[config.mk]
export PLATFORM = sky130hd
export DESIGN_NAME = sap_datapath
export DESIGN_NICKNAME = d
export VERILOG_FILES = /design/src/rtl/sap_pkg.sv /design/src/rtl/sap_datapath.sv
export SDC_FILE = /design/constraint.sdc
export NUM_CORES = 2
export LEC_CHECK = 0
export BUFFER_PORTS_ARGS = -buffer_cell sky130_fd_sc_hd__buf_2
export CAP_MARGIN = 5
export CORE_MARGIN = 1.5
export CORE_UTILIZATION = 50
export DETAILED_ROUTE_END_ITERATION = 10
export PLACE_DENSITY = 0.67
export SKIP_LAST_GASP = 1
export SLEW_MARGIN = 10
export SYNTH_ARGS = -nofsm -noshare
export SYNTH_HDL_FRONTEND = slang
export SYNTH_SLANG_ARGS = --single-unit
[constraint.sdc]
create_clock -name clk_i -period 7.05 [get_ports clk_i]
set_clock_uncertainty 0.2 [all_clocks]
set_input_delay 1.41 -clock clk_i [delete_from_list [all_inputs] [get_ports clk_i]]
set_output_delay 1.41 -clock clk_i [all_outputs]
set_load 0.01 [all_outputs]
[src/rtl/sap_pkg.sv]
package sap_pkg;

  // Defaults for the top-level parameters
  localparam int MAX_DELAY   = 4096;
  localparam int SAMPLE_BITS = 24;

  // Register field widths
  localparam int GAIN_W    = 16;
  localparam int DELAY_W   = 13;
  localparam int CFG_W     = 16;
  localparam int CFG_IDX_W = 1;

  // Coefficient limits, Q0.16
  localparam logic [GAIN_W-1:0] GAIN_MAX   = 16'd58982;
  localparam logic [GAIN_W-1:0] GAIN_RESET = 16'd45875;

  // Delay limits and reset value, in samples
  localparam int DELAY_MIN   = 2;
  localparam int DELAY_RESET = 2;

  // Product rounding: add one half LSB, then drop the fraction bits
  localparam int ROUND_BITS = 16;
  localparam int ROUND_HALF = 32768;

  // Register indexes
  typedef enum logic [CFG_IDX_W-1:0] {
    CFG_GAIN  = 1'b0,
    CFG_DELAY = 1'b1
  } cfg_idx_e;

endpackage

[src/rtl/sap_datapath.sv]
module sap_datapath import sap_pkg::*; #(
  parameter int SampleBits = 24,
  parameter int AddrW      = 12
) (
  input  logic                         clk_i,
  input  logic                         rst_ni,
  input  logic                         en_i,
  input  logic                         in_valid_i,
  input  logic signed [SampleBits-1:0] sample_i,
  input  logic [AddrW-1:0]             rd_addr_i,
  input  logic [AddrW-1:0]             wr_addr_i,
  input  logic                         hit_i,
  input  logic [GAIN_W-1:0]            gain_i,
  input  logic [SampleBits-1:0]        mem_rd_data_i,
  output logic                         mem_wr_en_o,
  output logic [AddrW-1:0]             mem_wr_addr_o,
  output logic [SampleBits-1:0]        mem_wr_data_o,
  output logic                         out_valid_o,
  output logic signed [SampleBits-1:0] sample_o,
  output logic                         sat_o
);

  localparam int SW = SampleBits;
  localparam int PW = SW + GAIN_W + 1;
  localparam int RW = PW - ROUND_BITS;

  localparam logic signed [SW+1:0] SatHi = {3'b000, {(SW-1){1'b1}}};
  localparam logic signed [SW+1:0] SatLo = {3'b111, {(SW-1){1'b0}}};

  // Stage valids
  logic v1_q, v2_q, v3_q, v4_q, v5_q;

  // Stage 1: read data arrives
  logic signed [SW-1:0] x1_q;
  logic [AddrW-1:0]     ra1_q, wa1_q;
  logic                 hit1_q;
  logic                 fwd1;
  logic signed [SW-1:0] dly1;
  logic signed [PW-1:0] p1;

  // Stage 2: state sum and write-back
  logic signed [SW-1:0] x2_q, dly2_q;
  logic [AddrW-1:0]     wa2_q;
  logic signed [PW-1:0] p2_q, p2_rnd;
  logic signed [RW-1:0] r2;
  logic signed [SW+1:0] st_raw;
  logic signed [SW-1:0] st_d;
  logic                 st_clip;

  // Stage 3: feed-forward product
  logic signed [SW-1:0] dly3_q, st3_q;
  logic [AddrW-1:0]     wa3_q;
  logic                 f3_q;
  logic signed [PW-1:0] q3;

  // Stage 4: output difference
  logic signed [SW-1:0] dly4_q;
  logic signed [PW-1:0] q4_q, q4_rnd;
  logic                 f4_q;
  logic signed [RW-1:0] r4;
  logic signed [SW+1:0] y_raw;
  logic signed [SW-1:0] y_d;
  logic                 y_clip;

  // Stage 5: result register
  logic signed [SW-1:0] y5_q;
  logic                 sat5_q;

  // Forward the state written on the edge that issued this read; the item
  // one ahead can never match since the delay is at least two
  assign fwd1 = v3_q && (wa3_q == ra1_q);

  always_comb begin
    if (fwd1) begin
      dly1 = st3_q;
    end else if (hit1_q) begin
      dly1 = $signed(mem_rd_data_i);
    end else begin
      dly1 = '0;
    end
  end

  assign p1 = $signed({1'b0, gain_i}) * dly1;

  // Round the feedback product and saturate the state
  assign p2_rnd = p2_q + PW'(ROUND_HALF);
  assign r2     = RW'(p2_rnd >>> ROUND_BITS);
  assign st_raw = (SW+2)'(x2_q) + (SW+2)'(r2);

  always_comb begin
    st_clip = 1'b1;
    if (st_raw > SatHi) begin
      st_d = SatHi[SW-1:0];
    end else if (st_raw < SatLo) begin
      st_d = SatLo[SW-1:0];
    end else begin
      st_d    = st_raw[SW-1:0];
      st_clip = 1'b0;
    end
  end

  // Write the state back as the item leaves stage 2
  assign mem_wr_en_o   = en_i && v2_q;
  assign mem_wr_addr_o = wa2_q;
  assign mem_wr_data_o = st_d;

  assign q3 = $signed({1'b0, gain_i}) * st3_q;

  // Round the feed-forward product and saturate the output
  assign q4_rnd = q4_q + PW'(ROUND_HALF);
  assign r4     = RW'(q4_rnd >>> ROUND_BITS);
  assign y_raw  = (SW+2)'(dly4_q) - (SW+2)'(r4);

  always_comb begin
    y_clip = 1'b1;
    if (y_raw > SatHi) begin
      y_d = SatHi[SW-1:0];
    end else if (y_raw < SatLo) begin
      y_d = SatLo[SW-1:0];
    end else begin
      y_d    = y_raw[SW-1:0];
      y_clip = 1'b0;
    end
  end

  // Advance the valid chain
  always_ff @(posedge clk_i or negedge rst_ni) begin
    if (!rst_ni) begin
      v1_q <= 1'b0;
      v2_q <= 1'b0;
      v3_q <= 1'b0;
      v4_q <= 1'b0;
      v5_q <= 1'b0;
    end else if (en_i) begin
      v1_q <= in_valid_i;
      v2_q <= v1_q;
      v3_q <= v2_q;
      v4_q <= v3_q;
      v5_q <= v4_q;
    end
  end

  // Advance the payload
  always_ff @(posedge clk_i) begin
    if (en_i) begin
      x1_q   <= sample_i;
      ra1_q  <= rd_addr_i;
      wa1_q  <= wr_addr_i;
      hit1_q <= hit_i;

      x2_q   <= x1_q;
      dly2_q <= dly1;
      wa2_q  <= wa1_q;
      p2_q   <= p1;

      dly3_q <= dly2_q;
      st3_q  <= st_d;
      wa3_q  <= wa2_q;
      f3_q   <= st_clip;

      dly4_q <= dly3_q;
      q4_q   <= q3;
      f4_q   <= f3_q;

      y5_q   <= y_d;
      sat5_q <= f4_q | y_clip;
    end
  end

  assign out_valid_o = v5_q;
  assign sample_o    = y5_q;
  assign sat_o       = sat5_q;

  // The item one ahead never writes the entry a new read needs
  a_no_near_hazard: assert property (@(posedge clk_i) disable iff (!rst_ni)
    v1_q && v2_q |-> wa2_q != ra1_q)
    else $error("read in stage 1 aliases the write of stage 2");

  // A write-back is visible in stage 3 for forwarding on the next cycle
  a_fwd_source: assert property (@(posedge clk_i) disable iff (!rst_ni)
    mem_wr_en_o |=> v3_q && wa3_q == $past(mem_wr_addr_o))
    else $error("forwarding stage lost the written entry");

endmodule

Yosys cells after proc, flatten, opt, wreduce, memory -nomap -nowiden
Index checks and enable logic that the tools add are counted.

storage, ports and cells
  output and inout port bits = 63
  bits of input ports = 93
  logic and storage cells = 44
  register bits after elaboration = 307

operators by class
  magnitude comparators = 4
  multiplexer cells = 8
  reductions and logical operators = 2
  bitwise logic cells = 1
  equal/unequal tests = 1
  multipliers = 2
  add/sub/neg operators = 4

operators by type and width
  kind                      count
  $mux W24                  5
  $add A41 B17 Y41 const B  2
  $mul A17 B24 Y41          2
  $gt A26 B24 Y1 const B    2
  $lt A26 B24 Y1 const B    2
  $add A24 B25 Y26          1
  $sub A24 B25 Y26          1
  $eq A12 B12 Y1            1
  $mux W1                   3
  $logic_and A1 B1 Y1       2
  $or A1 B1 Y1              1

Logic depth before layout (Yosys ltp)
  depth after elaboration = 6
  mapped depth = 31
  gate-level depth less buffers = 29

Worst setup path after synthesis
No wires, ideal clock.

  path kind = input port to flip-flop
  from = input mem_rd_data_i[23]
  to = register p2_q[39], data pin
  path slack = -0.659 ns
  path buffers = 2
  library setup time = 0.262 ns
  data arrival time = 7.246 ns
  stages = 23
  data required time = 6.588 ns
  cells stage by stage = nand2_1 o21ai_1 buf_2 nand2_1 fa_1 inv_1 fa_1 fa_1 fa_1 fa_1 inv_1 fa_1 inv_1 ha_1 clkbuf_1 nand4_1 a2111o_1 nor4_1 nor2_1 a21oi_1 a211oi_1 o21bai_1 xor2_1

on the way
  cells in the longest elaborated chain, start to end = 3

ends and longest elaborated chain
  item                    RTL line             RTL
  start: declaration      sap_datapath.sv:14   input logic [SampleBits-1:0] mem_rd_data_i,
  $mux W24                sap_datapath.sv:76   end else if (hit1_q) begin
  $mux W24                sap_datapath.sv:74   if (fwd1) begin
  named net dly1[23]      sap_datapath.sv:38   logic signed [SW-1:0] dly1;
  $mul A17 B24 Y41        sap_datapath.sv:83   assign p1 = $signed({1'b0, gain_i}) * dly1;
  named net p1[39]        sap_datapath.sv:39   logic signed [PW-1:0] p1;
  end signal: assignment  sap_datapath.sv:154  p2_q <= p1;
  end: declaration        sap_datapath.sv:44   logic signed [PW-1:0] p2_q, p2_rnd;

The timed path passes the listed nets, and every way through them passes these cells.
A chain may end at the register's enable or synchronous reset.

Worst setup path after layout
  from = register ra1_q[0]
  to = register p2_q[25], data pin

on the way
  cells in the longest elaborated chain, start to end = 4

ends and longest elaborated chain
  item                      RTL line             RTL
  start: declaration        sap_datapath.sv:35   logic [AddrW-1:0] ra1_q, wa1_q;
  start signal: assignment  sap_datapath.sv:147  ra1_q <= rd_addr_i;
  $eq A12 B12 Y1            sap_datapath.sv:71   assign fwd1 = v3_q && (wa3_q == ra1_q);
  $logic_and A1 B1 Y1       sap_datapath.sv:71
  $mux W24                  sap_datapath.sv:74
  $mul A17 B24 Y41          sap_datapath.sv:83
  named net p1[25]          sap_datapath.sv:39

The timed path passes the listed nets, and every way through them passes these cells.

==> run_results.csv <==
group,metric,value,unit
outcome,status,"finished with violations",
outcome,violations,"negative setup slack",
layout,seqCellArea,0.00829,sq mm
global_routing,grt_use_met2,42.7,%
drt,drt-total-wl,97100,microns
timing,fin_crit_sh,110,%
floorplan,io_pins,156,
synthesis,ys_ff_latch,277,
synthesis,syn_nets,5009,
synthesis,ys_seq_area_share,21.1,%
floorplan,core-area,0.0777,sq mm
critical_path,crit_fanout,6,
drt,drt-initial-drc-count,1501,
synthesis,yosys.area.top_type,"fa_1",
synthesis,synth_area_per_cell,10.1,sq um
synthesis,yosysTopAreaCellShare,38.3,%
synthesis,synth-edff-count,272,
timing,setup_viol,26,
place,placed_area,0.0444,sq mm
place,dp.cells,5343,
clocking,tritoncts,"yes",
clocking,cts_sinks,277,
timing,max_freq,129,MHz
timing,relSlewSlack,35.5,%
critical_path,slowest_stage,"fa_1",
clocking,cts_hold_buf,0,
clocking,htreeDepth,2,
critical_path,cpPeakStageDelay,0.56,ns
global_routing,grt_max_degree,80,
global_routing,grt_pass1_wl,157000,microns
timing,maxSlewViolCount,0,
clocking,path_clk_slew,0.06,ns
critical_path,crit_required,7.13,ns
synthesis,netlist_instances,3914,
place,place_congestion,0.884,
timing,fin_ws,-0.686,ns
global_routing,grt_antenna_before_repair,2,
drt,post-route-drc-count,0,
run,maxCapViolations,0,
timing,worst_slew_pin_slew,0.967,ns
drt,drtPass1Iterations,5,
place,preCtsSetupSlack,-1.01,ns
critical_path,cp.arrival,7.82,ns
layout,antenna-diode-count,0,
clocking,root_buffer,"clkbuf_16",
synthesis,async_flop_share,1.81,%
layout,fill_cells,6311,
clocking,cts_inserted_buffers,35,
floorplan,die_height,284,microns
synthesis,yosys-top-cells-area,"fa_1 38%, edfxtp_1 21%, inv_1 8.4%, ha_1 7.9%, nand2_1 5.5%",
timing,hold_viol_final,0,
layout,multi_input_area,0.0284,sq mm
clocking,clock_tree.buffer_depth,3,
floorplan,start_util,50.6,%
critical_path,cpMostUsedCell,"fa_1",
synthesis,syn_area,0.0393,sq mm
critical_path,worstSetupEndpointType,"flop",
synthesis,ys.flop_type,"edfxtp_1",
drt,ant_nets,0,
layout,drive_gt1_share,20.8,%
place,portBuffers,155,
floorplan,die_w,284,microns
global_routing,grt-ovfl-total,0,
timing,rsz0062_at_grt,"yes",
layout,final_cells,5500,
floorplan,fp.dieArea,0.0804,sq mm
global_routing,grt-busiest-layer,"met2",
synthesis,yosys_warnings,0,
min_path,hold_path_class,"reg2reg",
global_routing,grtUsageMet3,2.77,%
floorplan,num_rows,102,
critical_path,startpoint_type,"flop",
timing,finalCriticalPeriod,7.74,ns
global_routing,gr-usage-all-layers,24.5,%
drt,num_vias,28100,
global_routing,grt_pass1_vias,30200,
place,dpl.hpwl,77600,microns
synthesis,yosysUniqueCellTypes,75,
critical_path,path_class,"reg2reg",
layout,stdcell_area,0.0476,sq mm
global_routing,grtUsageMet1,32.6,%
layout,area_growth,21.0,%
drt,via_per_inst,5.11,
clocking,clk-insertion-delay-late,0.55,ns
layout,nNetsFinal,5530,
drt,wire_per_inst,17.7,microns
==> worst max-delay path: cells and delay by family, from the launching register on <==
| kind | cells | cell delay [ns] |
|---|---|---|
| buffers and inverters | 10 | 1.12 |
| flip-flops | 1 | 0.37 |
| adder cells (fa/ha/maj) | 7 | 3.28 |
| AND/OR/NAND/NOR | 7 | 1.14 |
| AO/OA/AOI/OAI | 5 | 1.02 |
| XOR/XNOR | 2 | 0.31 |
==> timing repair <==
item	CTS	global route
buffers inserted	32	49
endpoints found under the setup margin	38	48
cloned	9	7
resized for setup	82	195
pin swaps	29	66
==> per-layer routing <==
metal  wire length (microns)  share of wire (%)
met1                   40300                 42
met2                   48200                 50
met3                    5890                6.1
met4                    2690                2.8
met5                      20              0.021
==> logic make-up after synthesis <==
group,count (synthesis),synth area share (%)
compound gates,339,5.72
xor+xnor,160,3.60
fa+ha+maj,1002,46.2
buf+inv,1030,9.94
flops,277,21.1
mux,7,0.194
simple gates,1099,13.3
==> state kept, by name (all words and copies together), names as in the netlist, 24 cells and up <==
signal	cells
p2_q	26
st3_q	24
dly3_q	24
x2_q	24
x1_q	24
sample_o	24
dly2_q	24
dly4_q	24
q4_q	26
==> final timing paths <==
check	endpoint	slack, ns	depth (start not counted)	startpoint
max	p2_q[25]	-0.69	31	ra1_q[0]
min	mem_wr_addr_o[0]	0.22	0	wa1_q[0]
max reg2reg	p2_q[25]	-0.69	31	ra1_q[0]
min reg2reg	mem_wr_addr_o[0]	0.22	0	wa1_q[0]
max in group asynchronous	v4_q	6.05	1	rst_ni
min in group asynchronous	v1_q	0.47	1	rst_ni
==> placed cells by master (no fill, tap or decap), types with 12 or more instances in the layout <==
cell type and count:
inv_2 22, nor3_1 21, nor2b_1 13, nand2_1 538, nand4_1 15, and3_1 19, edfxtp_1 272, fa_1 727
o21ai_2 21, and2_4 19, a21oi_2 19, o21ai_4 20, fa_2 25, nand3_1 42, buf_4 363, nor2_1 63
ha_4 26, a21oi_1 72, xnor2_1 95, nand2b_1 13, inv_1 862, ha_1 218, nand2_2 19, clkbuf_16 41
nand2_4 14, a21o_1 32, and2_1 288, o21ai_0 37, o22ai_1 20, buf_2 148, o21bai_1 12, buf_6 58
xor2_1 60, buf_12 37, o21a_1 25
==> stage by stage <==
step	setup TNS [ns]	hold slack [ns]	utilization, %
final	-13.81	0.216	61.3
after global routing	-20.25	0.221	61.3
after CTS	-13.51	0.216	59.6
after detailed placement	-31.04	0.205	57.1
after global placement	-27.82	0.201	57.1
after floorplan	-1.17	0.200	-
==> cell type report <==
cell class	instances	share of cell area [%]
Inverter	884	6.97
Sequential cell	277	17.4
Clock inverter	20	0.250
Clock buffer	42	1.98
Tap cell	1040	2.73
Timing Repair Buffer	623	10.9
Multi-Input combinational cell	2614	59.7
==> cells in the mapped netlist (3+ instances only) <==
cell type / number
inv_1: 884
o211a_1: 3
nand2_1: 572
o21ai_2: 11
or3_1: 6
mux2_2: 5
o211ai_1: 4
nor2_1: 68
o21ai_1: 26
a211oi_1: 8
and4_1: 4
nor2b_1: 14
nand2b_1: 13
buf_4: 3
o21ai_0: 45
a211o_1: 4
buf_2: 18
o31ai_1: 3
o22ai_1: 21
fa_1: 752
o2111ai_1: 4
nor3_1: 23
and2_1: 307
a21oi_1: 94
xor2_1: 61
edfxtp_1: 272
clkbuf_1: 123
nand3_1: 44
a31oi_1: 11
and3_1: 20
o21bai_1: 12
ha_1: 250
nor4_1: 5
nand4_1: 15
dfrtp_1: 5
a21o_1: 32
o21a_1: 25
a41oi_1: 4
xnor2_1: 97
Power is left out: the tool's default activity adds up to more than one toggle a clock period on the data nets, which glitch-free logic cannot reach.
